--- src/sv/clst_pkg.sv ---
// shared types, constants and lookup functions for the c-like source tokenizer
// no dependencies; imported by c_like_source_tokenizer

package clst_pkg;

  localparam int KW_BYTES = 7;
  localparam int KW_COUNT = 21;
  localparam int POS_BITS = 24;
  localparam int LINE_BITS = 16;
  localparam int COL_BITS = 16;
  localparam int KIND_BITS = 6;
  localparam int ERR_BITS = 3;
  localparam int KWLEN_BITS = 3;

  localparam logic [POS_BITS-1:0] POS_MAX = '1;
  localparam logic [LINE_BITS-1:0] LINE_MAX = '1;
  localparam logic [COL_BITS-1:0] COL_MAX = '1;

  localparam logic [KIND_BITS-1:0] K_IDENT = 6'd6;
  localparam logic [KIND_BITS-1:0] K_INTLIT = 6'd7;
  localparam logic [KIND_BITS-1:0] K_FLOATLIT = 6'd8;
  localparam logic [KIND_BITS-1:0] K_STRLIT = 6'd9;
  localparam logic [KIND_BITS-1:0] K_CHARLIT = 6'd10;
  localparam logic [KIND_BITS-1:0] K_DIVIDE = 6'd31;
  localparam logic [KIND_BITS-1:0] K_LCOM = 6'd52;
  localparam logic [KIND_BITS-1:0] K_BCOM = 6'd53;
  localparam logic [KIND_BITS-1:0] K_ERROR = 6'd54;
  localparam logic [KIND_BITS-1:0] K_EOF = 6'd55;
  localparam logic [KIND_BITS-1:0] K_NONE = 6'd63;

  localparam logic [ERR_BITS-1:0] E_NONE = 3'd0;
  localparam logic [ERR_BITS-1:0] E_OPEN_COMMENT = 3'd1;
  localparam logic [ERR_BITS-1:0] E_OPEN_LITERAL = 3'd2;
  localparam logic [ERR_BITS-1:0] E_BAD_NUMBER = 3'd3;
  localparam logic [ERR_BITS-1:0] E_UNEXPECTED = 3'd4;

  typedef struct packed {
    logic [7:0] source_byte;
    logic       end_of_input;
  } src_item_t;

  typedef struct packed {
    logic [KIND_BITS-1:0] token_kind;
    logic [LINE_BITS-1:0] token_line;
    logic [COL_BITS-1:0]  token_column;
    logic [POS_BITS-1:0]  start_offset;
    logic [POS_BITS-1:0]  token_length;
    logic [ERR_BITS-1:0]  error_kind;
    logic                 last;
  } tok_item_t;

  // keyword text is right-justified, first byte highest
  localparam logic [KW_BYTES*8-1:0] KW_TEXT [KW_COUNT] = '{
    "int", "float", "double", "char", "void", "bool", "true", "false",
    "if", "else", "while", "return", "print", "main", "string", "do",
    "switch", "break", "for", "default", "case"
  };
  localparam logic [KWLEN_BITS-1:0] KW_LEN [KW_COUNT] = '{
    3'd3, 3'd5, 3'd6, 3'd4, 3'd4, 3'd4, 3'd4, 3'd5, 3'd2, 3'd4, 3'd5,
    3'd6, 3'd5, 3'd4, 3'd6, 3'd2, 3'd6, 3'd5, 3'd3, 3'd7, 3'd4
  };
  localparam logic [KIND_BITS-1:0] KW_KIND [KW_COUNT] = '{
    6'd0, 6'd1, 6'd2, 6'd3, 6'd4, 6'd5, 6'd11, 6'd11, 6'd38, 6'd39, 6'd40,
    6'd41, 6'd42, 6'd43, 6'd44, 6'd45, 6'd46, 6'd47, 6'd48, 6'd49, 6'd50
  };

  // buffer byte i sits at bits [i*8 +: 8]
  function automatic logic [KIND_BITS-1:0] kw_kind(
    input logic [KW_BYTES*8-1:0] kbuf,
    input logic [KWLEN_BITS-1:0] len
  );
    logic [KIND_BITS-1:0] kind;
    logic                 hit;
    kind = K_IDENT;
    for (int e = 0; e < KW_COUNT; e++) begin
      hit = (KW_LEN[e] == len);
      for (int i = 0; i < KW_BYTES; i++) begin
        if (i < int'(KW_LEN[e]))
          hit = hit & (kbuf[i*8 +: 8] ==
                       KW_TEXT[e][(int'(KW_LEN[e]) - 1 - i)*8 +: 8]);
      end
      if (hit && kind == K_IDENT) kind = KW_KIND[e];
    end
    return kind;
  endfunction

  function automatic logic [KIND_BITS-1:0] single_kind(input logic [7:0] b);
    case (b)
      "(":     return 6'd12;
      ")":     return 6'd13;
      "{":     return 6'd14;
      "}":     return 6'd15;
      "[":     return 6'd16;
      "]":     return 6'd17;
      ";":     return 6'd18;
      ",":     return 6'd19;
      ".":     return 6'd20;
      "=":     return 6'd21;
      "<":     return 6'd24;
      ">":     return 6'd25;
      "+":     return 6'd28;
      "-":     return 6'd29;
      "*":     return 6'd30;
      "/":     return 6'd31;
      "%":     return 6'd32;
      "!":     return 6'd37;
      ":":     return 6'd51;
      default: return K_NONE;
    endcase
  endfunction

  function automatic logic [KIND_BITS-1:0] pair_kind(input logic [7:0] a,
                                                     input logic [7:0] b);
    logic [KIND_BITS-1:0] k;
    k = K_NONE;
    if (a == "=" && b == "=") k = 6'd22;
    if (a == "!" && b == "=") k = 6'd23;
    if (a == "<" && b == "=") k = 6'd26;
    if (a == ">" && b == "=") k = 6'd27;
    if (a == "+" && b == "+") k = 6'd33;
    if (a == "-" && b == "-") k = 6'd34;
    if (a == "&" && b == "&") k = 6'd35;
    if (a == "|" && b == "|") k = 6'd36;
    return k;
  endfunction

  function automatic logic is_digit(input logic [7:0] b);
    return b inside {["0":"9"]};
  endfunction

  function automatic logic is_ident_start(input logic [7:0] b);
    return b inside {["a":"z"], ["A":"Z"], "_"} || b[7];
  endfunction

  function automatic logic is_space(input logic [7:0] b);
    return b inside {" ", 8'h09, 8'h0A, 8'h0D};
  endfunction

  function automatic logic is_pair_start(input logic [7:0] b);
    return b inside {"=", "!", "<", ">", "&", "|", "+", "-"};
  endfunction

endpackage

--- src/sv/c_like_source_tokenizer.sv ---
// c-like source tokenizer: byte stream in, token records out
// depends on clst_pkg (types, keyword table, character classes)

// Takes one source byte per cycle while src_ready is high and produces token
// records (kind, line, start column, start offset, length, error kind). Each
// byte is fully handled in the cycle it is accepted; its zero, one or two
// tokens go into a four-entry output queue, and src_ready stays high while
// the queue has room for two tokens. With the output side always ready the
// block takes a byte every cycle; a byte that closes one token and opens
// another yields two tokens, so a long run of such bytes drains at one token
// per cycle. Tokens reach tok_valid through the registered output queue.
// A byte with end_of_input set flushes the open token, emits end of file and
// returns the scanner state (mode, line, column, position) to reset values.

module c_like_source_tokenizer
  import clst_pkg::*;
(
  input  logic      clk,
  input  logic      rst,
  input  logic      src_valid,
  output logic      src_ready,
  input  src_item_t src_item,
  output logic      tok_valid,
  input  logic      tok_ready,
  output tok_item_t tok_item
);

  localparam logic [3:0] M_IDLE   = 4'd0;
  localparam logic [3:0] M_SLASH  = 4'd1;
  localparam logic [3:0] M_OP     = 4'd2;
  localparam logic [3:0] M_LCOM   = 4'd3;
  localparam logic [3:0] M_BCOM   = 4'd4;
  localparam logic [3:0] M_BSTAR  = 4'd5;
  localparam logic [3:0] M_QUOTE  = 4'd6;
  localparam logic [3:0] M_QESC   = 4'd7;
  localparam logic [3:0] M_NUM    = 4'd8;
  localparam logic [3:0] M_BADNUM = 4'd9;
  localparam logic [3:0] M_IDENT  = 4'd10;

  logic [3:0]           mode, mode_next;
  logic [7:0]           pend, pend_next;
  logic [LINE_BITS-1:0] line, line_next;
  logic [COL_BITS-1:0]  col, col_next;
  logic [POS_BITS-1:0]  pos, pos_next;
  logic [POS_BITS-1:0]  spos, spos_next;
  logic [COL_BITS-1:0]  scol, scol_next;
  logic                 frac, frac_next;
  logic                 qdbl, qdbl_next;
  logic [7:0]           kbuf [KW_BYTES];
  logic [KW_BYTES*8-1:0] kbuf_flat;

  logic                 kw_we;
  logic [KWLEN_BITS-1:0] kw_idx;

  tok_item_t            res [2];
  logic [1:0]           nres;

  tok_item_t            queue [4];
  logic [1:0]           rd_ptr, wr_ptr;
  logic [2:0]           count;

  logic                 src_fire, tok_fire;

  assign src_fire  = src_valid & src_ready;
  assign tok_fire  = tok_valid & tok_ready;
  assign src_ready = (count <= 3'd2);
  assign tok_valid = (count != 3'd0);
  assign tok_item  = queue[rd_ptr];

  always_comb begin
    for (int i = 0; i < KW_BYTES; i++) kbuf_flat[i*8 +: 8] = kbuf[i];
  end

  function automatic logic [POS_BITS-1:0] tok_len(input logic [POS_BITS-1:0] e,
                                                  input logic [POS_BITS-1:0] s);
    return (e >= s) ? e - s : '0;
  endfunction

  function automatic tok_item_t mk(input logic [KIND_BITS-1:0] kind,
                                   input logic [LINE_BITS-1:0] ln,
                                   input logic [COL_BITS-1:0]  c,
                                   input logic [POS_BITS-1:0]  off,
                                   input logic [POS_BITS-1:0]  len,
                                   input logic [ERR_BITS-1:0]  err);
    tok_item_t t;
    t.token_kind   = kind;
    t.token_line   = ln;
    t.token_column = c;
    t.start_offset = off;
    t.token_length = len;
    t.error_kind   = err;
    t.last         = 1'b0;
    return t;
  endfunction

  always_comb begin
    logic [7:0]           b;
    logic                 do_flush, do_begin, escaped;
    logic [POS_BITS-1:0]  pnext, idlen;
    logic [KIND_BITS-1:0] k;
    tok_item_t            t;
    logic                 emit_f;

    b = src_item.source_byte;
    pnext = (pos != POS_MAX) ? pos + 1'b1 : pos;
    idlen = pos - spos;
    do_flush = 1'b0;
    do_begin = 1'b0;
    escaped = 1'b0;
    emit_f = 1'b0;
    k = K_NONE;
    t = mk(K_NONE, line, scol, spos, '0, E_NONE);

    mode_next = mode;
    pend_next = pend;
    line_next = line;
    col_next = col;
    pos_next = pos;
    spos_next = spos;
    scol_next = scol;
    frac_next = frac;
    qdbl_next = qdbl;
    kw_we = 1'b0;
    kw_idx = '0;
    nres = 2'd0;
    res[0] = t;
    res[1] = t;

    if (src_item.end_of_input) begin
      do_flush = 1'b1;
    end else begin
      case (mode)
        M_IDLE: do_begin = 1'b1;
        M_SLASH: begin
          if (b == "/") mode_next = M_LCOM;
          else if (b == "*") mode_next = M_BCOM;
          else begin
            do_flush = 1'b1;
            do_begin = 1'b1;
          end
        end
        M_OP: begin
          k = pair_kind(pend, b);
          if (k != K_NONE) begin
            res[0] = mk(k, line, scol, spos, tok_len(pnext, spos), E_NONE);
            nres = 2'd1;
            mode_next = M_IDLE;
          end else begin
            do_flush = 1'b1;
            do_begin = 1'b1;
          end
        end
        M_LCOM: begin
          if (b == 8'h0A) begin
            do_flush = 1'b1;
            do_begin = 1'b1;
          end
        end
        M_BCOM: if (b == "*") mode_next = M_BSTAR;
        M_BSTAR: begin
          if (b == "/") begin
            res[0] = mk(K_BCOM, line, scol, spos, tok_len(pnext, spos), E_NONE);
            nres = 2'd1;
            mode_next = M_IDLE;
          end else if (b != "*") begin
            mode_next = M_BCOM;
          end
        end
        M_QUOTE: begin
          if (b == "\\") mode_next = M_QESC;
          else if (b == (qdbl ? 8'h22 : 8'h27)) begin
            res[0] = mk(qdbl ? K_STRLIT : K_CHARLIT, line, scol, spos,
                        tok_len(pnext, spos), E_NONE);
            nres = 2'd1;
            mode_next = M_IDLE;
          end
        end
        M_QESC: begin
          escaped = 1'b1;
          mode_next = M_QUOTE;
        end
        M_NUM: begin
          if (is_digit(b) || b inside {".", "e", "E", "+", "-"}) begin
            if (b inside {".", "e", "E"}) frac_next = 1'b1;
          end else if (is_ident_start(b)) begin
            mode_next = M_BADNUM;
          end else begin
            do_flush = 1'b1;
            do_begin = 1'b1;
          end
        end
        M_BADNUM: begin
          if (!(is_ident_start(b) || is_digit(b))) begin
            do_flush = 1'b1;
            do_begin = 1'b1;
          end
        end
        M_IDENT: begin
          if (is_ident_start(b) || is_digit(b)) begin
            if (idlen < POS_BITS'(KW_BYTES)) begin
              kw_we = 1'b1;
              kw_idx = idlen[KWLEN_BITS-1:0];
            end
          end else begin
            do_flush = 1'b1;
            do_begin = 1'b1;
          end
        end
        default: do_begin = 1'b1;
      endcase
    end

    // close the open token, ending just before the current byte
    if (do_flush) begin
      emit_f = 1'b1;
      case (mode)
        M_SLASH: t = mk(K_DIVIDE, line, scol, spos, tok_len(pos, spos), E_NONE);
        M_OP: begin
          k = single_kind(pend);
          if (k != K_NONE) t = mk(k, line, scol, spos, tok_len(pos, spos), E_NONE);
          else t = mk(K_ERROR, line, scol, spos, tok_len(pos, spos), E_UNEXPECTED);
        end
        M_LCOM: t = mk(K_LCOM, line, scol, spos, tok_len(pos, spos), E_NONE);
        M_BCOM, M_BSTAR:
          t = mk(K_ERROR, line, scol, spos, tok_len(pos, spos), E_OPEN_COMMENT);
        M_QUOTE, M_QESC:
          t = mk(K_ERROR, line, scol, spos, tok_len(pos, spos), E_OPEN_LITERAL);
        M_NUM: t = mk(frac ? K_FLOATLIT : K_INTLIT, line, scol, spos,
                      tok_len(pos, spos), E_NONE);
        M_BADNUM: t = mk(K_ERROR, line, scol, spos, tok_len(pos, spos), E_BAD_NUMBER);
        M_IDENT: t = mk((idlen > POS_BITS'(KW_BYTES)) ? K_IDENT
                          : kw_kind(kbuf_flat, idlen[KWLEN_BITS-1:0]),
                        line, scol, spos, tok_len(pos, spos), E_NONE);
        default: emit_f = 1'b0;
      endcase
      if (emit_f) begin
        res[0] = t;
        nres = 2'd1;
      end
      mode_next = M_IDLE;
    end

    if (src_item.end_of_input) begin
      res[nres[0]] = mk(K_EOF, line, col, pos, '0, E_NONE);
      nres = nres + 2'd1;
      mode_next = M_IDLE;
      pend_next = '0;
      line_next = LINE_BITS'(1);
      col_next = COL_BITS'(1);
      pos_next = '0;
      spos_next = '0;
      scol_next = COL_BITS'(1);
      frac_next = 1'b0;
      qdbl_next = 1'b0;
    end else begin
      if (do_begin) begin
        mode_next = M_IDLE;
        spos_next = pos;
        scol_next = col;
        k = single_kind(b);
        if (is_space(b)) begin
          mode_next = M_IDLE;
        end else if (b == "/") begin
          mode_next = M_SLASH;
        end else if (b == 8'h22 || b == 8'h27) begin
          mode_next = M_QUOTE;
          qdbl_next = (b == 8'h22);
        end else if (is_pair_start(b)) begin
          mode_next = M_OP;
          pend_next = b;
        end else if (k != K_NONE) begin
          res[nres[0]] = mk(k, line, col, pos, tok_len(pnext, pos), E_NONE);
          nres = nres + 2'd1;
        end else if (is_digit(b)) begin
          mode_next = M_NUM;
          frac_next = 1'b0;
        end else if (is_ident_start(b)) begin
          mode_next = M_IDENT;
          kw_we = 1'b1;
          kw_idx = '0;
        end else begin
          res[nres[0]] = mk(K_ERROR, line, col, pos, tok_len(pnext, pos), E_UNEXPECTED);
          nres = nres + 2'd1;
        end
      end
      // counters; an escaped newline only moves the column
      if (b == 8'h0A && !escaped) begin
        if (line != LINE_MAX) line_next = line + 1'b1;
        col_next = COL_BITS'(1);
      end else if (col != COL_MAX) begin
        col_next = col + 1'b1;
      end
      pos_next = pnext;
    end

    if (nres == 2'd1) res[0].last = 1'b1;
    if (nres == 2'd2) res[1].last = 1'b1;
  end

  always_ff @(posedge clk) begin
    if (rst) begin
      mode <= M_IDLE;
      pend <= '0;
      line <= LINE_BITS'(1);
      col <= COL_BITS'(1);
      pos <= '0;
      spos <= '0;
      scol <= COL_BITS'(1);
      frac <= 1'b0;
      qdbl <= 1'b0;
    end else if (src_fire) begin
      mode <= mode_next;
      pend <= pend_next;
      line <= line_next;
      col <= col_next;
      pos <= pos_next;
      spos <= spos_next;
      scol <= scol_next;
      frac <= frac_next;
      qdbl <= qdbl_next;
    end
  end

  always_ff @(posedge clk) begin
    if (src_fire && kw_we) kbuf[kw_idx] <= src_item.source_byte;
  end

  // output queue: up to two pushes and one pop per cycle
  always_ff @(posedge clk) begin
    if (src_fire) begin
      if (nres != 2'd0) queue[wr_ptr] <= res[0];
      if (nres == 2'd2) queue[wr_ptr + 2'd1] <= res[1];
    end
  end

  always_ff @(posedge clk) begin
    if (rst) begin
      rd_ptr <= '0;
      wr_ptr <= '0;
      count <= '0;
    end else begin
      if (tok_fire) rd_ptr <= rd_ptr + 2'd1;
      if (src_fire) wr_ptr <= wr_ptr + nres;
      count <= count + (src_fire ? {1'b0, nres} : 3'd0) - (tok_fire ? 3'd1 : 3'd0);
    end
  end

  a_queue_bound: assert property (@(posedge clk) disable iff (rst)
    count <= 3'd4) else $error("token queue overflow");

  a_eof_resets: assert property (@(posedge clk) disable iff (rst)
    src_fire && src_item.end_of_input |=> mode == M_IDLE && pos == '0 && line == 16'd1)
    else $error("end of input did not restore reset state");

  a_start_behind: assert property (@(posedge clk) disable iff (rst)
    spos <= pos) else $error("token start ahead of position");

  a_eof_last: assert property (@(posedge clk) disable iff (rst)
    tok_valid && tok_item.token_kind == K_EOF |-> tok_item.last)
    else $error("end of file token not marked last");

endmodule
--- config.mk ---
export PLATFORM = sky130hd
export DESIGN_NAME = c_like_source_tokenizer
export DESIGN_NICKNAME = d
export VERILOG_FILES = /design/src/sv/clst_pkg.sv /design/src/sv/c_like_source_tokenizer.sv
export SDC_FILE = /design/constraint.sdc
export NUM_CORES = 1
export LEC_CHECK = 0
export BUFFER_PORTS_ARGS = -buffer_cell sky130_fd_sc_hd__buf_2
export CAP_MARGIN = 30
export CELL_PAD_IN_SITES_DETAIL_PLACEMENT = 1
export CELL_PAD_IN_SITES_GLOBAL_PLACEMENT = 1
export CORE_ASPECT_RATIO = 0.8
export CORE_UTILIZATION = 30
export DETAILED_ROUTE_END_ITERATION = 12
export PLACE_DENSITY = 0.65
export SYNTH_ARGS = -nofsm -noshare
export SYNTH_HDL_FRONTEND = slang
export SYNTH_SLANG_ARGS = --single-unit
--- constraint.sdc ---
create_clock -name clk -period 10.6 [get_ports clk]
set_input_delay 1.59 -clock clk [delete_from_list [all_inputs] [get_ports clk]]
set_output_delay 1.59 -clock clk [all_outputs]
set_load 0.03 [all_outputs]
### Word level (Yosys, flattened, before mapping)

Memories as Yosys holds them, arrays and structs flattened. A register that Yosys moved wholly into a read port is not among the register bits.
Index checks and enable logic that the tools add are counted.

| word-level totals | value |
|---|---|
| register bits after elaboration | 117 |
| RAM bits | 416 |
| memories kept | 2 |
| input port bits | 13 |
| logic and storage cells | 781 |
| output and inout bits | 92 |

| cells by class | value |
|---|---|
| bitwise operators | 94 |
| add/sub/neg operators | 12 |
| $lt $le $gt $ge | 14 |
| reduce and logical (&&, ||, !) cells | 64 |
| multiplexer cells | 417 |
| equality and inequality tests | 166 |

Memories:

| name | depth | width | rd ports | clocked after Yosys merged registers in | write ports | line | RTL |
|---|---|---|---|---|---|---|---|
| queue | 4 | 90 | 1 | 1 | 2 | c_like_source_tokenizer.sv:58 | `tok_item_t queue [4];` |
| kbuf | 7 | 8 | 7 | 0 | 1 | c_like_source_tokenizer.sv:49 | `logic [7:0] kbuf [KW_BYTES];` |

Operators by type and width:

| operator | number |
|---|---|
| 2-to-1 mux 180 bit | 9 |
| 2-to-1 mux 90 bit | 8 |
| one-hot mux 90 bit (8 select lines) | 1 |
| equality test 8 x 7 -> 1 bit, second input constant | 72 |
| bitwise mux 180 bit | 3 |
| 2-to-1 mux 6 bit | 75 |
| equality test 8 x 6 -> 1 bit, second input constant | 35 |
| one-hot mux 90 bit (3 select lines) | 1 |
| 2-to-1 mux 1 bit | 240 |
| one-hot mux 6 bit (19 select lines) | 2 |
| 2-to-1 mux 24 bit | 7 |
| 2-to-1 mux 16 bit | 8 |
| equality test 6 x 3 -> 1 bit, second input constant | 20 |
| bitwise AND 1 bit | 93 |
| demux 90 bit (select 1 bit) | 1 |
| 2-to-1 mux 88 bit | 1 |
| 2-to-1 mux 4 bit | 21 |
| greater-or-equal comparator 24 bit | 3 |
| subtractor 24 bit | 3 |
| 2-to-1 mux 8 bit | 6 |
| 2-to-1 mux 3 bit | 15 |
| != test 6 bit, second input constant | 6 |
| logical AND 1 bit | 34 |
| adder 16 x 1 -> 16 bit, second input constant | 2 |
| other kinds (51) | 101 |

### Logic depth before layout (Yosys ltp)

| depth | value |
|---|---|
| word-level depth | 141 |
| mapped depth | 24 |
| depth with buffers taken out | 20 |

### Worst setup path before layout

No wires, ideal clock.

| timing | value |
|---|---|
| path type | input -> register |
| start point | input src_item[8] (netlist bit) |
| end point | memory queue[2][0] (netlist bit) (enable) |
| arrival time | 9.335 ns |
| path slack | 0.697 ns |
| required time | 10.032 ns |
| stages on the path | 16 |
| cell sequence | buf_2 nor4b_2 and2_1 o31ai_1 and3_1 o41a_1 nor2_1 inv_1 ha_1 nand3_1 o31ai_1 a32o_1 clkbuf_1 or2_2 or3_1 a21oi_1 |

RTL lines:

| what | line | RTL |
|---|---|---|
| from (decl) | c_like_source_tokenizer.sv:22 | `input src_item_t src_item,` |
| to (decl) | c_like_source_tokenizer.sv:58 |  |

==> flow_summary.toml <==
[clock_network]
postCtsSetupBuffers = 0
cts_made_buffers = 58
ctsResizeCount = 0
clock-sinks = 535
cts.clk_slew.worst_paths_ns = 0.07
cts_tree = "built"
cts_buffer_depth = 3
clkLatencyLatePin_ns = 0.67
cts_hold_buf = 0
cts_max_level = 2
clockRootBuffer = "clkbuf_16"

[worst_setup_path]
rr_worst_depth = 19
timing.rr.start = "pos[0]"
critPathLaunchType = "flip-flop"
cp.arrival_ns = 7.81
r2r_slack_ns = 3.26
crit_type = "reg2reg"
worstPathRequired_ns = 11.07
critical_path.endpoint = "queue[2][20]"
r2r-end = "queue[2][20]"
worstSetupEndpointType = "flip-flop"
cp-startpoint = "pos[0]"
critPathMaxFanout = 16

[route]
route.met3.wl_mm = 6.49
postRouteWirelength_mm = 108
vias = 24100
detail-route-antenna-nets = 0
wl_met1_mm = 53.7
post_drt_wl_per_cell_um = 25.1
drc = 0
dr.pass1.iters = 6
dr.max_layer_used = "met4"
via_per_inst = 5.63
drt_iter0_markers = 2388
route.met2.wl_mm = 45.2

[power]
leakage_nw = 12.6
vdd_drop_max_mv = 0.165
power_w = 0.00736
p_per_area_nw_per_um2 = 208

[floorplanning]
die-area_um2 = 105000
core_um2 = 103000
dieWidth_um = 363
ios = 105
die_y_um = 291
start_util_pct = 30.4
rows = 105

[place]
gp_congestion = 0.933
dp_hpwl_mm = 77.0
io_buffers = 104
post_dp_cell_area_um2 = 33300
dp_slack_ns = 2.96

[timing]
finClkSkew_ns = 0.0314
slew_headroom_pct = 26.5
min_period_ns = 7.34
setup_viol = 0
fin_setup_tns_ns = 0
fin_hold_ws_ns = 0.497
slew_viol_final = 0
tightest_slew_ns = 1.10
fin_crit_sh_pct = 69.3
fmax_mhz = 136
rsz0062_at_grt = "no"
setup_ws_ns = 3.26
hold_violations = 0

[final_layout]
drive_gt1_share_pct = 16.6
fillCellCount = 11300
fin_area_um2 = 35400
final_cell_mix = "edfxtp_1 (416), nor2_1 (236), nand2_1 (167), mux2i_1 (164), a21oi_1 (145)"
syn2layout_area_growth_pct = 13.5
final_common_cell = "edfxtp_1"
nets = 2943

[global_route]
grtUsageTotal_pct = 20.1
grt_start_max_net_pins = 72
grt_pass1_vias = 24100
grt_overflow = 0
antenna_found_initial = 5
grt_pass1_wl_mm = 161

[synthesis]
synth_edf_count = 416
synth_cells = 2792
synthFlopType = "edfxtp_1"
ys_warn_count = 0
ys_seq_elements = 535
syn-num-nets = 2889
ys_seq_area_share_pct = 47.6
synth_area_um2 = 31200
syn_area_per_cell_um2 = 11.2
synthArstFlopShare_pct = 0
synth_cell_type_count = 90

[hold_path]
hp-start = "spos[12]"
hp-class = "reg2reg"

[job]
drv_cap = 0

[outcome]
status = "completed"
[metrics by stage]
step                instances  utilization [%]
global placement         4171             32.4
floorplan                2792                -
CTS                      4284             34.4
finish                   4287             34.5
global route             4286             34.4
detailed placement       4175             32.4
[area by class of cell]
type | count | area [um^2] | area share (%)
timing repair buffer | 151 | 910 | 2.57
antenna | 1 | 2.50 | 0.00706
clock inverter | 34 | 423 | 1.19
inverter | 95 | 357 | 1.01
sequential | 535 | 14900 | 42.0
multi-input combinational | 2005 | 15400 | 43.6
tap | 1391 | 1740 | 4.91
clock buffer | 75 | 1680 | 4.75
[registers in the layout, indices dropped and copies added (netlist names), 2 cells and up, named ones only]
| signal | flops |
|---|---|
| scol | 16 |
| line | 16 |
| col | 16 |
| kbuf | 56 |
| pos | 24 |
| spos | 24 |
| count | 3 |
| wr_ptr | 2 |
| queue | 360 |
| mode | 4 |
| pend | 8 |
| rd_ptr | 2 |
[synth_stat cells, types with 12 or more instances]
master,count,area share (%)
a211o_1,12,0.34
a211oi_1,15,0.36
a21o_1,36,0.87
a21oi_1,147,2.4
a22oi_1,59,1.4
a31oi_1,22,0.44
and2_1,17,0.34
and3_1,32,0.64
buf_1,17,0.20
buf_2,33,0.53
clkbuf_1,102,1.2
dfxtp_1,119,7.6
edfxtp_1,416,40
ha_1,80,3.2
inv_1,88,1.1
mux2_1,20,0.72
mux2_2,92,3.3
mux2i_1,165,5.3
mux4_2,90,6.5
nand2_1,167,2.0
nand2b_1,37,0.74
nand3_1,78,1.3
nand4_1,48,0.96
nand4b_1,16,0.45
nor2_1,238,2.9
nor2b_1,30,0.60
nor3_1,73,1.2
nor4_1,39,0.78
o21a_1,21,0.50
o21ai_0,88,1.4
o31ai_1,15,0.36
or3_1,31,0.62
xnor2_1,59,1.7
xor2_1,42,1.2
[layer usage]
| metal | global-route usage (%) | vias up |
|---|---|---|
| met5 | 0 | - |
| met2 | 29.1 | 810 |
| met3 | 2.75 | 133 |
| met1 | 31.3 | 12300 |
| li1 | - | 10900 |
| met4 | 4.62 | 0 |
[where the power goes]
group	switching [W]	leakage (nW)	total, W	internal (W)
registers	0.000125	4.74	0.00266	0.00254
logic	0.00166	6.82	0.00248	0.000816
clock network	0.000918	1.03	0.00222	0.00130
total	0.00271	12.6	0.00736	0.00465
[how the worst min path moves through the flow]
stage / slack (ns) / cells after the start / endpoint
floorplan: 0.47 / 2 / spos[10]
global placement: 0.48 / 2 / spos[9]
detailed placement: 0.49 / 2 / spos[18]
CTS: 0.50 / 2 / spos[12]
global route: 0.52 / 2 / spos[18]
finish: 0.50 / 2 / spos[12]
[cells by family (layout without fill, tap and decap cells)]
family | count (synthesis) | after routing | synth area share, %
and+or+nand+nor | 900 | 900 | 15.1
AOI/OAI and AO/OA | 552 | 552 | 11.9
DFF | 535 | 535 | 47.6
muxes | 368 | 368 | 15.9
buffers and inverters | 252 | 355 | 3.25
xor gates and xnor gates | 101 | 101 | 2.83
adders and majority gates | 84 | 84 | 3.46
other | 0 | 1 | 0
[worst max-delay path, cell delays in order (launching register included)]
cell	delay (ns)
dfxtp_1	0.43
ha_1	0.35
and3_1	0.32
nand4_1	0.15
buf_4	0.23
nand3_1	0.33
nor3_1	0.75
nand3_1	0.38
nor2_1	0.41
xnor2_1	0.20
ha_1	0.42
and4_1	0.27
nand4_1	0.12
o211a_1	0.21
a21oi_1	0.22
nand2b_1	0.42
nand3_1	0.40
nor3_4	0.88
nand2_1	0.30
mux2i_1	0.29
No activity file was read; power rests on OpenSTA's default activity.
